`src/rtl/pfa_pkg.sv`:
```
// shared types and constants for the fixed partition fit allocator
`timescale 1ns / 1ps

package pfa_pkg;

  // default sizing
  localparam int PartitionsDef = 16;
  localparam int SizeBitsDef   = 16;

  // field widths
  localparam int OpW       = 2;
  localparam int PartIdxW  = 4;
  localparam int SizeValW  = 16;
  localparam int ReqIdW    = 8;
  localparam int CountW    = 5;
  localparam int ModeW     = 2;
  localparam int CfgIndexW = 2;
  localparam int CfgDataW  = 5;

  // request operation codes
  localparam logic [OpW-1:0] OP_LOAD  = 2'd0;
  localparam logic [OpW-1:0] OP_ALLOC = 2'd1;
  localparam logic [OpW-1:0] OP_FREE  = 2'd2;

  // placement modes
  localparam logic [ModeW-1:0] FIT_FIRST = 2'd0;
  localparam logic [ModeW-1:0] FIT_BEST  = 2'd1;
  localparam logic [ModeW-1:0] FIT_WORST = 2'd2;

  // configuration register indexes
  localparam logic [CfgIndexW-1:0] REG_FIT_MODE   = 2'd0;
  localparam logic [CfgIndexW-1:0] REG_PART_COUNT = 2'd1;

  typedef struct packed {
    logic [OpW-1:0]      op;
    logic [PartIdxW-1:0] part_index;
    logic [SizeValW-1:0] size_value;
    logic [ReqIdW-1:0]   request_id;
  } in_item_t;

  typedef struct packed {
    logic                granted;
    logic [PartIdxW-1:0] granted_index;
    logic [ReqIdW-1:0]   owner_id;
  } out_item_t;

  // control group from the sequencer to the compare unit
  typedef struct packed {
    logic [ModeW-1:0] mode;
    logic             have_pick;
    logic             part_free;
  } fit_ctrl_t;

endpackage

```
`src/rtl/pfa_ram.sv`:
```
// generic single write port ram with registered read
`timescale 1ns / 1ps

module pfa_ram #(
  parameter int WIDTH = 16,
  parameter int DEPTH = 16,
  parameter int ADDR_W = (DEPTH > 1) ? $clog2(DEPTH) : 1
) (
  input  logic              clk,
  input  logic              wr_en,
  input  logic [ADDR_W-1:0] wr_addr,
  input  logic [WIDTH-1:0]  wr_data,
  input  logic              rd_en,
  input  logic [ADDR_W-1:0] rd_addr,
  output logic [WIDTH-1:0]  rd_data
);

  logic [WIDTH-1:0] mem [DEPTH];

  always_ff @(posedge clk) begin
    if (wr_en) begin
      mem[wr_addr] <= wr_data;
    end
    if (rd_en) begin
      rd_data <= mem[rd_addr];
    end
  end

endmodule

```
`src/rtl/pfa_fit_unit.sv`:
```
// shared compare and subtract unit that judges one candidate partition
`timescale 1ns / 1ps

module pfa_fit_unit #(
  parameter int SIZE_BITS = pfa_pkg::SizeBitsDef
) (
  input  logic [SIZE_BITS-1:0] part_size,
  input  logic [SIZE_BITS-1:0] want,
  input  logic [SIZE_BITS-1:0] pick_left,
  input  pfa_pkg::fit_ctrl_t   ctrl,
  output logic                 take,
  output logic [SIZE_BITS-1:0] left
);

  logic fits;

  always_comb begin
    fits = ctrl.part_free && (part_size >= want);
    left = part_size - want;
    case (ctrl.mode)
      pfa_pkg::FIT_BEST:  take = fits && (!ctrl.have_pick || (left < pick_left));
      pfa_pkg::FIT_WORST: take = fits && (!ctrl.have_pick || (left >= pick_left));
      default:            take = fits && !ctrl.have_pick;
    endcase
  end

endmodule

```
`src/rtl/fixed_partition_fit_allocator_unit.sv`:
```
// top level of the fixed partition allocator: sequencer, busy flags and ports
`timescale 1ns / 1ps

// Fixed partition allocator. A load request writes one partition size into a
// small size ram, a free request clears every busy flag, and an allocate
// request scans the partitions in use (the lowest partition_count, capped at
// PARTITIONS and at 31) for a free one large enough, picking by fit_mode:
// first fit takes the lowest index, best fit the smallest leftover (ties low),
// worst fit the largest leftover (ties high); mode 3 acts as first fit. Load
// and free give no result. An allocate scans the partitions in use, one
// compare and subtract unit looking at one partition per cycle as the size
// ram streams them out; with none in use it goes straight to the no-fit
// result. Each allocate gives one result; with no fit it reports all zero and
// changes nothing. A finished result sits in an output register, so loads and
// frees are still taken while it waits; an allocate that finishes while the
// earlier result is still held keeps the request side stalled until that one
// is taken. The user is to write configuration only while idle; the block
// itself does not enforce it. cfg_ready is always high.

module fixed_partition_fit_allocator_unit #(
  parameter int PARTITIONS = pfa_pkg::PartitionsDef,
  parameter int SIZE_BITS  = pfa_pkg::SizeBitsDef
) (
  input  logic                               clk,
  input  logic                               rst,
  // request channel
  input  logic                               in_valid,
  output logic                               in_stall,
  input  pfa_pkg::in_item_t                  in_data,
  // result channel
  output logic                               out_valid,
  input  logic                               out_stall,
  output pfa_pkg::out_item_t                 out_data,
  // configuration write channel
  input  logic                               cfg_valid,
  output logic                               cfg_ready,
  input  logic [pfa_pkg::CfgIndexW-1:0]      cfg_index,
  input  logic [pfa_pkg::CfgDataW-1:0]       cfg_data
);

  localparam int IdxW = (PARTITIONS > 1) ? $clog2(PARTITIONS) : 1;
  localparam int CountW = pfa_pkg::CountW;
  // largest count that can matter, kept inside the count width
  localparam logic [CountW-1:0] CountCap =
    (PARTITIONS >= 31) ? 5'd31 : CountW'(PARTITIONS);

  // one-hot sequencer
  typedef enum logic [2:0] {
    ST_IDLE = 3'b001,
    ST_SCAN = 3'b010,
    ST_DONE = 3'b100
  } state_t;

  state_t state, state_next;

  // configuration registers
  logic [pfa_pkg::ModeW-1:0] fit_mode;
  logic [CountW-1:0]         partition_count;

  // busy flag per partition
  logic [PARTITIONS-1:0] busy, busy_next;

  // scan state
  logic [CountW-1:0]    scan_idx, scan_idx_next;
  logic [CountW-1:0]    n_active;
  logic                 cmp_valid, cmp_valid_next;
  logic [IdxW-1:0]      cmp_idx, cmp_idx_next;
  logic                 have_pick, have_pick_next;
  logic [IdxW-1:0]      pick_idx, pick_idx_next;
  logic [SIZE_BITS-1:0] pick_left, pick_left_next;
  logic [SIZE_BITS-1:0] want, want_next;
  logic [pfa_pkg::ReqIdW-1:0] rid, rid_next;

  // output register
  logic               out_valid_next;
  pfa_pkg::out_item_t out_data_next;

  // size ram ports
  logic                 ram_wr_en;
  logic [IdxW-1:0]      ram_wr_addr;
  logic [SIZE_BITS-1:0] ram_wr_data;
  logic                 ram_rd_en;
  logic [IdxW-1:0]      ram_rd_addr;
  logic [SIZE_BITS-1:0] ram_rd_data;

  // compare unit
  pfa_pkg::fit_ctrl_t   fit_ctrl;
  logic                 fit_take;
  logic [SIZE_BITS-1:0] fit_left;

  // widened copies for safe truncation at any parameter value
  logic [8:0]  load_idx_w;
  logic [8:0]  scan_idx_w;
  logic [8:0]  pick_idx_w;
  logic [31:0] size_w;
  logic        in_accept;

  assign in_stall  = (state != ST_IDLE);
  assign cfg_ready = 1'b1;
  assign in_accept = in_valid && !in_stall;

  assign n_active   = (partition_count > CountCap) ? CountCap : partition_count;
  assign load_idx_w = 9'(in_data.part_index);
  assign scan_idx_w = 9'(scan_idx);
  assign pick_idx_w = 9'(pick_idx);
  assign size_w     = 32'(in_data.size_value);

  // size ram: written by loads while idle, streamed out during a scan
  assign ram_wr_en   = in_accept && (in_data.op == pfa_pkg::OP_LOAD) &&
                       (load_idx_w < 9'(PARTITIONS));
  assign ram_wr_addr = load_idx_w[IdxW-1:0];
  assign ram_wr_data = size_w[SIZE_BITS-1:0];
  assign ram_rd_en   = (state == ST_SCAN) && (scan_idx < n_active);
  assign ram_rd_addr = scan_idx_w[IdxW-1:0];

  pfa_ram #(
    .WIDTH (SIZE_BITS),
    .DEPTH (PARTITIONS),
    .ADDR_W(IdxW)
  ) u_size_ram (
    .clk    (clk),
    .wr_en  (ram_wr_en),
    .wr_addr(ram_wr_addr),
    .wr_data(ram_wr_data),
    .rd_en  (ram_rd_en),
    .rd_addr(ram_rd_addr),
    .rd_data(ram_rd_data)
  );

  // one candidate per cycle through the shared compare unit
  always_comb begin
    fit_ctrl.mode      = fit_mode;
    fit_ctrl.have_pick = have_pick;
    fit_ctrl.part_free = !busy[cmp_idx];
  end

  pfa_fit_unit #(
    .SIZE_BITS(SIZE_BITS)
  ) u_fit_unit (
    .part_size(ram_rd_data),
    .want     (want),
    .pick_left(pick_left),
    .ctrl     (fit_ctrl),
    .take     (fit_take),
    .left     (fit_left)
  );

  // sequencer
  always_comb begin
    state_next     = state;
    busy_next      = busy;
    scan_idx_next  = scan_idx;
    cmp_valid_next = 1'b0;
    cmp_idx_next   = cmp_idx;
    have_pick_next = have_pick;
    pick_idx_next  = pick_idx;
    pick_left_next = pick_left;
    want_next      = want;
    rid_next       = rid;
    out_valid_next = out_valid && out_stall;
    out_data_next  = out_data;

    case (state)
      ST_IDLE: begin
        if (in_accept) begin
          case (in_data.op)
            pfa_pkg::OP_FREE: begin
              busy_next = '0;
            end
            pfa_pkg::OP_ALLOC: begin
              want_next      = size_w[SIZE_BITS-1:0];
              rid_next       = in_data.request_id;
              have_pick_next = 1'b0;
              scan_idx_next  = '0;
              // nothing in use: straight to the no-fit result
              state_next     = (n_active == '0) ? ST_DONE : ST_SCAN;
            end
            default: begin
              // loads go through the ram port, op 3 is dropped
            end
          endcase
        end
      end

      ST_SCAN: begin
        // judge the entry read last cycle
        if (cmp_valid && fit_take) begin
          have_pick_next = 1'b1;
          pick_idx_next  = cmp_idx;
          pick_left_next = fit_left;
        end
        if (scan_idx < n_active) begin
          cmp_valid_next = 1'b1;
          cmp_idx_next   = scan_idx_w[IdxW-1:0];
          scan_idx_next  = scan_idx + 1'b1;
        end else begin
          state_next = ST_DONE;
        end
      end

      ST_DONE: begin
        // wait for the output register to be free
        if (!out_valid || !out_stall) begin
          out_valid_next = 1'b1;
          if (have_pick) begin
            busy_next[pick_idx]         = 1'b1;
            out_data_next.granted       = 1'b1;
            out_data_next.granted_index = pick_idx_w[pfa_pkg::PartIdxW-1:0];
            out_data_next.owner_id      = rid;
          end else begin
            out_data_next = '0;
          end
          state_next = ST_IDLE;
        end
      end

      default: begin
        state_next = ST_IDLE;
      end
    endcase
  end

  always_ff @(posedge clk) begin
    if (rst) begin
      state           <= ST_IDLE;
      busy            <= '0;
      cmp_valid       <= 1'b0;
      have_pick       <= 1'b0;
      out_valid       <= 1'b0;
      fit_mode        <= pfa_pkg::FIT_FIRST;
      partition_count <= '0;
    end else begin
      state     <= state_next;
      busy      <= busy_next;
      cmp_valid <= cmp_valid_next;
      have_pick <= have_pick_next;
      out_valid <= out_valid_next;
      if (cfg_valid && cfg_ready) begin
        case (cfg_index)
          pfa_pkg::REG_FIT_MODE:   fit_mode        <= cfg_data[pfa_pkg::ModeW-1:0];
          pfa_pkg::REG_PART_COUNT: partition_count <= cfg_data[CountW-1:0];
          default: begin
          end
        endcase
      end
    end
  end

  // payload registers
  always_ff @(posedge clk) begin
    scan_idx  <= scan_idx_next;
    cmp_idx   <= cmp_idx_next;
    pick_idx  <= pick_idx_next;
    pick_left <= pick_left_next;
    want      <= want_next;
    rid       <= rid_next;
    out_data  <= out_data_next;
  end

  // checks

  a_result_from_done: assert property (@(posedge clk) disable iff (rst)
    $rose(out_valid) |-> $past(state == ST_DONE))
    else $error("result appeared without a finished allocation");

  a_scan_in_range: assert property (@(posedge clk) disable iff (rst)
    (state == ST_SCAN) |-> (scan_idx <= n_active))
    else $error("scan ran past the partitions in use");

  a_no_fit_zero: assert property (@(posedge clk) disable iff (rst)
    (out_valid && !out_data.granted) |->
      (out_data.granted_index == '0 && out_data.owner_id == '0))
    else $error("refused request carries index or owner");

  a_load_only_idle: assert property (@(posedge clk) disable iff (rst)
    (state != ST_IDLE) |-> !ram_wr_en)
    else $error("size written during an allocation");

endmodule
```
`config.mk`:
```
export PLATFORM = sky130hd
export DESIGN_NAME = fixed_partition_fit_allocator_unit
export DESIGN_NICKNAME = d
export VERILOG_FILES = /design/src/rtl/pfa_pkg.sv /design/src/rtl/pfa_ram.sv /design/src/rtl/pfa_fit_unit.sv /design/src/rtl/fixed_partition_fit_allocator_unit.sv
export SDC_FILE = /design/constraint.sdc
export NUM_CORES = 1
export LEC_CHECK = 0
export BUFFER_PORTS_ARGS = -buffer_cell sky130_fd_sc_hd__buf_4
export CAP_MARGIN = 20
export CELL_PAD_IN_SITES_DETAIL_PLACEMENT = 1
export CELL_PAD_IN_SITES_GLOBAL_PLACEMENT = 1
export CORE_AREA = 4 4 188 190
export DETAILED_ROUTE_END_ITERATION = 6
export DIE_AREA = 0 0 192 194
export MAX_ROUTING_LAYER = met4
export PLACE_DENSITY = 0.71
export SYNTH_ARGS = -nofsm -noshare
export SYNTH_HDL_FRONTEND = slang
export SYNTH_HIERARCHICAL = 1
export SYNTH_SLANG_ARGS = --single-unit
```
`constraint.sdc`:
```
create_clock -name clk -period 5.2 [get_ports clk]
set_input_delay 0.26 -clock clk [delete_from_list [all_inputs] [get_ports clk]]
set_output_delay 0.26 -clock clk [all_outputs]
set_load 0.005 [all_outputs]
```
==> results of run 1 <==
[registers in the layout, indices dropped and copies added, names as in the netlist, 4 cells and up]
name and count:
want 16, busy 16, rid 8, u_size_ram/rd_data 16, partition_count 5, pick_idx 4, u_size_ram/mem 256, out_data 13
pick_left 16, cmp_idx 4, scan_idx 5
[critical path, stage by stage, from the launching register on]
cell      delay, ns
edfxtp_1       0.36
inv_1          0.06
ha_1           0.13
inv_1          0.07
fa_1           0.43
a211oi_1       0.24
o21bai_1       0.18
a21oi_1        0.24
o21ai_0        0.21
xor2_1         0.20
ha_1           0.32
nand3_1        0.11
nor3_1         0.30
a211oi_1       0.12
or4b_1         0.51
a31oi_1        0.18
and3_1         0.31
buf_4          0.30
[cell type report]
cell class	instances	area (um2)	share of cell area, %
inverters	41	154	0.883
clock buffers	51	1020	5.86
well taps	448	561	3.22
repair buffers	97	796	4.57
clock inverters	15	128	0.732
multi-input cells	400	4040	23.2
flip-flops and latches	367	10700	61.6
[kinds of logic (layout without fill, tap and decap cells)]
kind of cell,count (synthesis),after routing,share of synthesized area [%]
AO/OA/AOI/OAI,118,118,5.52
XOR/XNOR,17,17,0.989
adder cells (fa/ha/maj),39,39,3.29
buffers and inverters,67,204,2.09
flip-flops,367,367,71.3
multiplexers,77,77,11.0
other,1,1,0.0249
AND/OR/NAND/NOR,148,148,5.78
[power by group]
part	switching, W	internal (W)	total [W]
Combinational	0.000149	0.000103	0.000252
Sequential	0.0000100	0.00324	0.00325
Clock	0.00107	0.00148	0.00254
[routing by layer]
layer  track usage, %  wire, um
met1             24.1     13700
met2             30.9     17100
met3             3.75      1780
met4             4.57       631
met5                -         0
[synth_stat cells, types with 4 or more instances]
| library cell | number | area (um2) |
|---|---|---|
| edfxtp_1 | 338 | 10100 |
| mux2i_1 | 8 | 80.1 |
| nand3b_1 | 5 | 37.5 |
| buf_4 | 4 | 30.0 |
| a22o_1 | 12 | 105 |
| nand4_1 | 4 | 25.0 |
| o21bai_1 | 5 | 37.5 |
| clkbuf_1 | 10 | 37.5 |
| o21ai_0 | 13 | 65.1 |
| inv_1 | 41 | 154 |
| buf_1 | 4 | 15.0 |
| and2_1 | 15 | 93.8 |
| buf_6 | 6 | 67.6 |
| mux4_1 | 10 | 263 |
| a22o_2 | 4 | 40.0 |
| nor2b_1 | 5 | 31.3 |
| ha_1 | 38 | 475 |
| a21o_1 | 10 | 75.1 |
| xnor2_1 | 9 | 78.8 |
| mux4_2 | 58 | 1310 |
| xor2_1 | 8 | 70.1 |
| a21oi_1 | 26 | 130 |
| nor3_1 | 9 | 45.0 |
| nand2_1 | 34 | 128 |
| a22oi_1 | 33 | 248 |
| nor2_1 | 37 | 139 |
| dfxtp_1 | 29 | 581 |
| nand3_1 | 7 | 35.0 |
[path summary, 6_finish.rpt]
path	from	to	slack (ns)
setup / recovery	u_size_ram/rd_data[0]$_DFFE_PP_	pick_left[0]$_DFFE_PP_	0.62
hold / removal	in_data[9]	u_size_ram/mem[7][1]$_DFFE_PP_	0.04
setup reg to reg	u_size_ram/rd_data[0]$_DFFE_PP_	pick_left[0]$_DFFE_PP_	0.62
hold reg to reg	busy[15]$_SDFFE_PP0P_	busy[15]$_SDFFE_PP0P_	0.48
[cells in the final DEF, fill, tap and decap left out, types with 29 or more instances in the layout]
master     count
ha_1          38
buf_4         81
a22oi_1       33
clkbuf_16     39
dfxtp_1       29
mux4_2        58
nor2_1        32
inv_1         41
nand2_1       34
edfxtp_1     338
[per-stage QoR]
step / util, % / hold slack, ns / cells
floorplan: - / 0.325 / 834
finish: 52.1 / 0.0367 / 1419
global placement: 48.2 / 0.440 / 1337
detailed placement: 48.3 / 0.441 / 1339
CTS: 52.1 / 0.0191 / 1419
global route: 52.1 / 0.0401 / 1419
==> results_dict.tcl, run 1 <==
set metrics [dict create \
    ff2ff_path_depth 17 \
    dieArea_mm2 0.0372 \
    first_global_vias 8511 \
    first_pass_iters 5 \
    synth-edff-count 338 \
    power_w 0.00605 \
    max_freq_mhz 218 \
    rows 67 \
    end_kind "flip-flop" \
    ys_seq_area_share_pct 71.3 \
    nNetsFinal 1026 \
    overflow 0 \
    ys_warn_count 6 \
    cts_setup_buffers 0 \
    htreeDepth 2 \
    drc_errors 0 \
    total_leakage_power_nw 6.05 \
    grtUsageTotal_pct 18.7 \
    drt-initial-drc-count 456 \
    outcome "completed" \
    rsz0062_at_grt "no" \
    setup_viol 0 \
    final_cell_area_mm2 0.0174 \
    ys.flop_type "edfxtp_1" \
    grt_max_degree 47 \
    relSlewSlack_pct 42.7 \
    drive_gt1_share_pct 22.8 \
    area_growth_syn_to_layout_pct 15.8 \
    finalClockSkew_ns 0.0104 \
    viasPerCell 5.52 \
    die_y_um 194 \
    hold_depth 1 \
    grt_pass1_wl_um 51400 \
    tns_ns 0 \
    wl_um 33200 \
    vias 7836 \
    maxCapViolations 0 \
    cts_tree "done" \
    tightest_slew_ns 0.859 \
    syn_nets 915 \
    die_x_um 192 \
    post_cts_resized 0 \
    hp-class "input port to flip-flop" \
    final_antenna_net_count 0 \
    yosysUniqueCellTypes 63 \
    clk_pin_slew_ns 0.06 \
    place_area_mm2 0.0161 \
    synthCells 834 \
    hold_viol 0 \
    synth-seq-cells 367 \
    antenna_found_initial 0 \
    power_density_mw_per_mm2 347 \
    cts.sinks 367 \
    post_drt_wl_per_cell_um 23.4 \
    path_class "flip-flop to flip-flop" \
    start_kind "flip-flop" \
    portBuffers 56 \
    coreArea_mm2 0.0334 \
    dpl.hpwl_um 21100 \
    netlist_area_mm2 0.0151 \
    insertion_delay_ns 0.53 \
    initial_core_util_pct 45.0 \
    min_period_ns 4.58 \
    peakVddDrop_mv 0.309 \
    n_antenna_cell 0 \
    ios 58 \
    crit_arrival_ns 4.80 \
    clockBufferDepth 3 \
    ctsRootBufferMaster "clkbuf_16" \
    synthArstFlopShare_pct 0 \
    min_period_over_period_pct 88.1 \
    cts_buffers 38 \
    cts_hold_buf 14 \
    critPathMaxFanout 16 \
    postSynthAreaPerCell_um2 18.0 \
    n_fill_cell 3073 \
    place.gp.congestion 0.813 \
    place_ws_ns 0.637 \
    slew_violations 0 \
    worstPathRequired_ns 5.42 \
    setup_slack_ns 0.620 \
]
Power figures use the tool's default switching activity.
==> inputs of run 2 (changes only) <==
Settings changed: PLACE_DENSITY 0.71 to default, PLACE_DENSITY_LB_ADDON from default to 0.1.
Clock period 5.2 ns to 4.4 ns, I/O delays scaled along.
==> results_dict.tcl, run 2 (synthesis results as in run 1) <==
set metrics [dict create \
    outcome "completed" \
    die_x_um 192 \
    clockBufferDepth 3 \
    nNetsFinal 1040 \
    p_sw_w 0.00151 \
    vias 7971 \
    p_int_w 0.00588 \
    area_growth_syn_to_layout_pct 17.5 \
    ios 58 \
    grtUsageTotal_pct 19.0 \
    power_density_mw_per_mm2 418 \
    clk_pin_slew_ns 0.06 \
    wl_um 34600 \
    dieArea_mm2 0.0372 \
    antenna_found_initial 0 \
    rows 67 \
    portBuffers 56 \
    die_y_um 194 \
    final_antenna_net_count 0 \
    drc_errors 0 \
    rsz0062_at_grt "no" \
    place_area_mm2 0.0161 \
    finalClockSkew_ns 0.0344 \
    n_fill_cell 3080 \
    maxCapViolations 0 \
    place.gp.congestion 0.773 \
    critPathMaxFanout 16 \
    hp-class "input port to flip-flop" \
    min_period_ns 4.19 \
    start_kind "flip-flop" \
    first_global_vias 8762 \
    r2r_end "pick_left[2]$_DFFE_PP_" \
    drt-initial-drc-count 473 \
    dpl.hpwl_um 21200 \
    largest_reg_flops 256 \
    peakVddDrop_mv 0.325 \
    relSlewSlack_pct 27.1 \
    pwr-share-seq_pct 51.9 \
    crit_start "u_size_ram/rd_data[2]$_DFFE_PP_" \
    end_kind "flip-flop" \
    tightest_slew_ns 1.09 \
    tns_ns 0 \
    n_antenna_cell 0 \
    reg2reg_from "u_size_ram/rd_data[2]$_DFFE_PP_" \
    p_clk_share_pct 43.9 \
    cts_tree "done" \
    overflow 0 \
    max_freq_mhz 239 \
    grt_pass1_wl_um 52300 \
    post_drt_wl_per_cell_um 24.1 \
    htreeDepth 2 \
    cp-endpoint "pick_left[2]$_DFFE_PP_" \
    slew_violations 0 \
    ff2ff_path_depth 14 \
    cts.sinks 367 \
    setup_viol 0 \
    worstPathRequired_ns 4.62 \
    insertion_delay_ns 0.54 \
    initial_core_util_pct 45.0 \
    top_register "u_size_ram/mem" \
    crit_arrival_ns 4.41 \
    drive_gt1_share_pct 23.3 \
    cts_setup_buffers 0 \
    total_leakage_power_nw 6.17 \
    path_class "flip-flop to flip-flop" \
    min_period_over_period_pct 95.2 \
    grt_max_degree 68 \
    layout_common_cells "338 x edfxtp_1, 80 x buf_4, 58 x mux4_2, 42 x clkbuf_16, 41 x inv_1" \
    coreArea_mm2 0.0334 \
    hold_viol 0 \
    final_common_cell "edfxtp_1" \
    cts_buffers 41 \
    first_pass_iters 4 \
    final_cell_area_mm2 0.0177 \
    switching_share_pct 20.4 \
    pwr-share-comb_pct 4.2 \
    reg2reg_slack_ns 0.21 \
    viasPerCell 5.56 \
    ctsRootBufferMaster "clkbuf_16" \
]
run 2: cell count changes in the layout (fill, tap and decap cells not counted), moves of 2 or more:
cell | before | now
nor2b_1 | 5 | 3
nor2_1 | 32 | 36
clkbuf_16 | 39 | 42
nor2_2 | 5 | 1
dlygate4sd3_1 | 14 | 26
clkinv_1 | 6 | 8
nor2b_2 | 0 | 2
clkbuf_1 | 12 | 10
run 2: worst max-delay path, cell delays in order (launching register included):
cell and delay (ns):
edfxtp_1 0.36, ha_1 0.41, nand3_1 0.13, o21ai_0 0.59, a21oi_1 0.17, xnor2_1 0.20, ha_1 0.31, o21ai_0 0.09
o21a_1 0.19, o31ai_2 0.28, a211oi_1 0.09, or4b_1 0.51, a31oi_1 0.15, and3_2 0.23, buf_12 0.16
run 2: worst min path at each step:
stage	slack, ns	start	depth (start not counted)	endpoint
floorplan	0.28	rst	1	state[1]$_SDFFE_PP0P_
global placement	0.40	in_data[5]	1	rid[5]$_DFFE_PP_
detailed placement	0.40	in_data[6]	1	rid[6]$_DFFE_PP_
CTS	0.00009	in_data[18]	1	u_size_ram/mem[10][10]$_DFFE_PP_
global route	0.02	in_data[19]	1	u_size_ram/mem[12][11]$_DFFE_PP_
finish	0.02	in_data[18]	1	u_size_ram/mem[10][10]$_DFFE_PP_
run 2: power by group through the flow:
stage / Combinational, W / Sequential, W / Clock [W]
after floorplan: 0.000162 / 0.00391 / 0
after global routing: 0.000340 / 0.00384 / 0.00349
final: 0.000309 / 0.00384 / 0.00325
after detailed placement: 0.000291 / 0.00391 / 0
after global placement: 0.000275 / 0.00391 / 0
after CTS: 0.000312 / 0.00384 / 0.00334
run 2: per-stage QoR:
stage	instances	power, W	util, %	hold WS, ns	worst slack, ns
floorplan	834	0.00407	-	0.285	0.225
global placement	1337	0.00419	48.2	0.398	0.183
detailed placement	1337	0.00421	48.2	0.400	0.0530
CTS	1433	0.00750	52.8	0.0000915	0.0176
global route	1434	0.00768	52.9	0.0233	0.00129
finish	1434	0.00740	52.9	0.0171	0.210
run 2: timing repair:
item / in CTS / in global routing
endpoints found under the setup margin: 0 / 21
hold buffers: 26 / 0
resized for setup: 0 / 8
hold endpoints to repair: 170 / 0
run 2: per-layer routing:
layer  track usage, %  wire, um
met1             23.5     14000
met2             33.4     18500
met3             2.70      1310
met4             4.60       793
met5                -         0
run 2: layout make-up:
class,count,area [um2],share of cell area (%)
Sequential cell,367,10700,60.7
Multi-Input combinational cell,400,4070,23.0
Clock buffer,52,1090,6.15
Timing Repair Buffer,108,901,5.09
Tap cell,448,561,3.17
Clock inverter,18,185,1.05
Inverter,41,154,0.870
==> inputs of run 3 (changes only) <==
Settings changed: CORE_AREA 4 4 188 190 to 4 4 174 176, DIE_AREA 0 0 192 194 to 0 0 178 180.
==> results_dict.tcl, run 3 (synthesis results as in run 1) <==
set metrics [dict create \
    vias 7928 \
    die_x_um 178 \
    cts_tree "done" \
    power_density_mw_per_mm2 415 \
    nNetsFinal 1036 \
    start_kind "flip-flop" \
    clockBufferDepth 3 \
    tightest_slew_ns 1.08 \
    overflow 0 \
    clk_pin_slew_ns 0.06 \
    rows 62 \
    top_register "u_size_ram/mem" \
    place.gp.congestion 0.783 \
    grt_max_degree 68 \
    die_y_um 180 \
    min_period_ns 4.17 \
    dieArea_mm2 0.0320 \
    outcome "completed" \
    cts.sinks 367 \
    path_class "flip-flop to flip-flop" \
    final_antenna_net_count 0 \
    portBuffers 56 \
    path_delay_family "compound AO/OA/AOI/OAI gates" \
    htreeDepth 2 \
    critPathBufInv 3 \
    grt_pass1_wl_um 52700 \
    critPathMaxStageDelay_ns 0.52 \
    ctsRootBufferMaster "clkbuf_16" \
    power_w 0.00728 \
    setup_viol 0 \
    final_common_cell "edfxtp_1" \
    finalClockSkew_ns 0.0159 \
    n_antenna_cell 0 \
    post_drt_wl_per_cell_um 25.0 \
    grtUsageTotal_pct 22.5 \
    viasPerCell 5.78 \
    drive_gt1_share_pct 23.4 \
    worstPathRequired_ns 4.62 \
    area_growth_syn_to_layout_pct 16.5 \
    critPathMaxFanout 10 \
    final_cell_area_mm2 0.0175 \
    ios 58 \
    first_global_vias 8719 \
    initial_core_util_pct 52.6 \
    min_period_over_period_pct 94.7 \
    antenna_found_initial 0 \
    crit_arrival_ns 4.38 \
    layout_common_cells "338 x edfxtp_1, 79 x buf_4, 58 x mux4_2, 41 x inv_1, 41 x clkbuf_16" \
    wl_um 34200 \
    coreArea_mm2 0.0286 \
    place_area_mm2 0.0160 \
    worstPathCellList "inv_1 -> ha_1 -> inv_1 -> fa_1 -> a211oi_2 -> o21bai_2 -> a21oi_2 -> o21ai_0 -> xor2_1 -> ha_1 -> nand3_1 -> o31ai_2 -> a211oi_1 -> or4b_1 -> a31oi_1 -> and3_1 -> buf_4" \
    reg2reg_slack_ns 0.23 \
    cpMaxStageDelayCell "or4b_1" \
    end_kind "flip-flop" \
    tns_ns 0 \
    cts_buffers 40 \
    total_leakage_power_nw 6.15 \
    insertion_delay_ns 0.53 \
    max_freq_mhz 240 \
    peakVddDrop_mv 0.354 \
    drc_errors 0 \
    drt-initial-drc-count 599 \
    hold_viol 0 \
    slew_violations 0 \
    maxCapViolations 0 \
    relSlewSlack_pct 28.0 \
    hp-class "input port to flip-flop" \
    first_pass_iters 4 \
    largest_reg_flops 256 \
    dpl.hpwl_um 21300 \
]
-- run 3: changes by cell type in the layout (fill, tap and decap cells not counted), sizes merged --
| cell | before | now |
|---|---|---|
| clkinvlp | 0 | 1 |
| dlygate4sd3 | 26 | 24 |
| clkbuf | 52 | 54 |
| bufinv | 3 | 2 |
| buf | 82 | 81 |
| clkinv | 13 | 15 |
-- run 3: report_power, final --
part           switching [W]  internal [W]  total, W
Clock                0.00129       0.00184   0.00313
Combinational       0.000179      0.000128  0.000307
Sequential         0.0000134       0.00383   0.00384
-- run 3: layout make-up --
cell class / count / area (um2)
Timing Repair Buffer: 105 / 881
Fill cell: 2472 / 11100
Clock buffer: 54 / 1070
Inverter: 41 / 154
Sequential cell: 367 / 10700
Clock inverter: 20 / 154
Multi-Input combinational cell: 400 / 4060
Tap cell: 384 / 480
-- run 3: final timing paths --
kind | end | cells after the start | start
worst max-delay path | pick_left[3]$_DFFE_PP_ | 17 | u_size_ram/rd_data[0]$_DFFE_PP_
worst min-delay path | u_size_ram/mem[4][10]$_DFFE_PP_ | 1 | in_data[18]
worst max register to register | pick_left[3]$_DFFE_PP_ | 17 | u_size_ram/rd_data[0]$_DFFE_PP_
worst min register to register | busy[7]$_SDFFE_PP0P_ | 1 | busy[7]$_SDFFE_PP0P_
-- run 3: routing by layer --
metal	global-route usage, %	wire [um]	up-vias
met1	27.8	13400	4125
met3	3.28	1300	50
met2	39.4	18800	176
met5	-	0	-
li1	-	-	3577
met4	5.23	684	0
-- run 3: what timing repair did --
item / 4_1_cts / 5_1_grt
endpoints found under the hold margin: 101 / 0
gates resized for setup: 0 / 7
setup endpoints to repair: 0 / 21
hold buffers: 24 / 0
buffers inserted: 0 / 1
-- run 3: through the flow --
stage / cells / setup WS (ns) / hold WS, ns / utilization [%]
finish: 1371 / 0.235 / 0.0157 / 61.3
global route: 1371 / -0.000119 / 0.00886 / 61.3
CTS: 1368 / 0.105 / 0.00264 / 61.0
detailed placement: 1270 / 0.124 / 0.401 / 55.9
global placement: 1270 / 0.202 / 0.399 / 55.9
floorplan: 834 / 0.225 / 0.285 / -
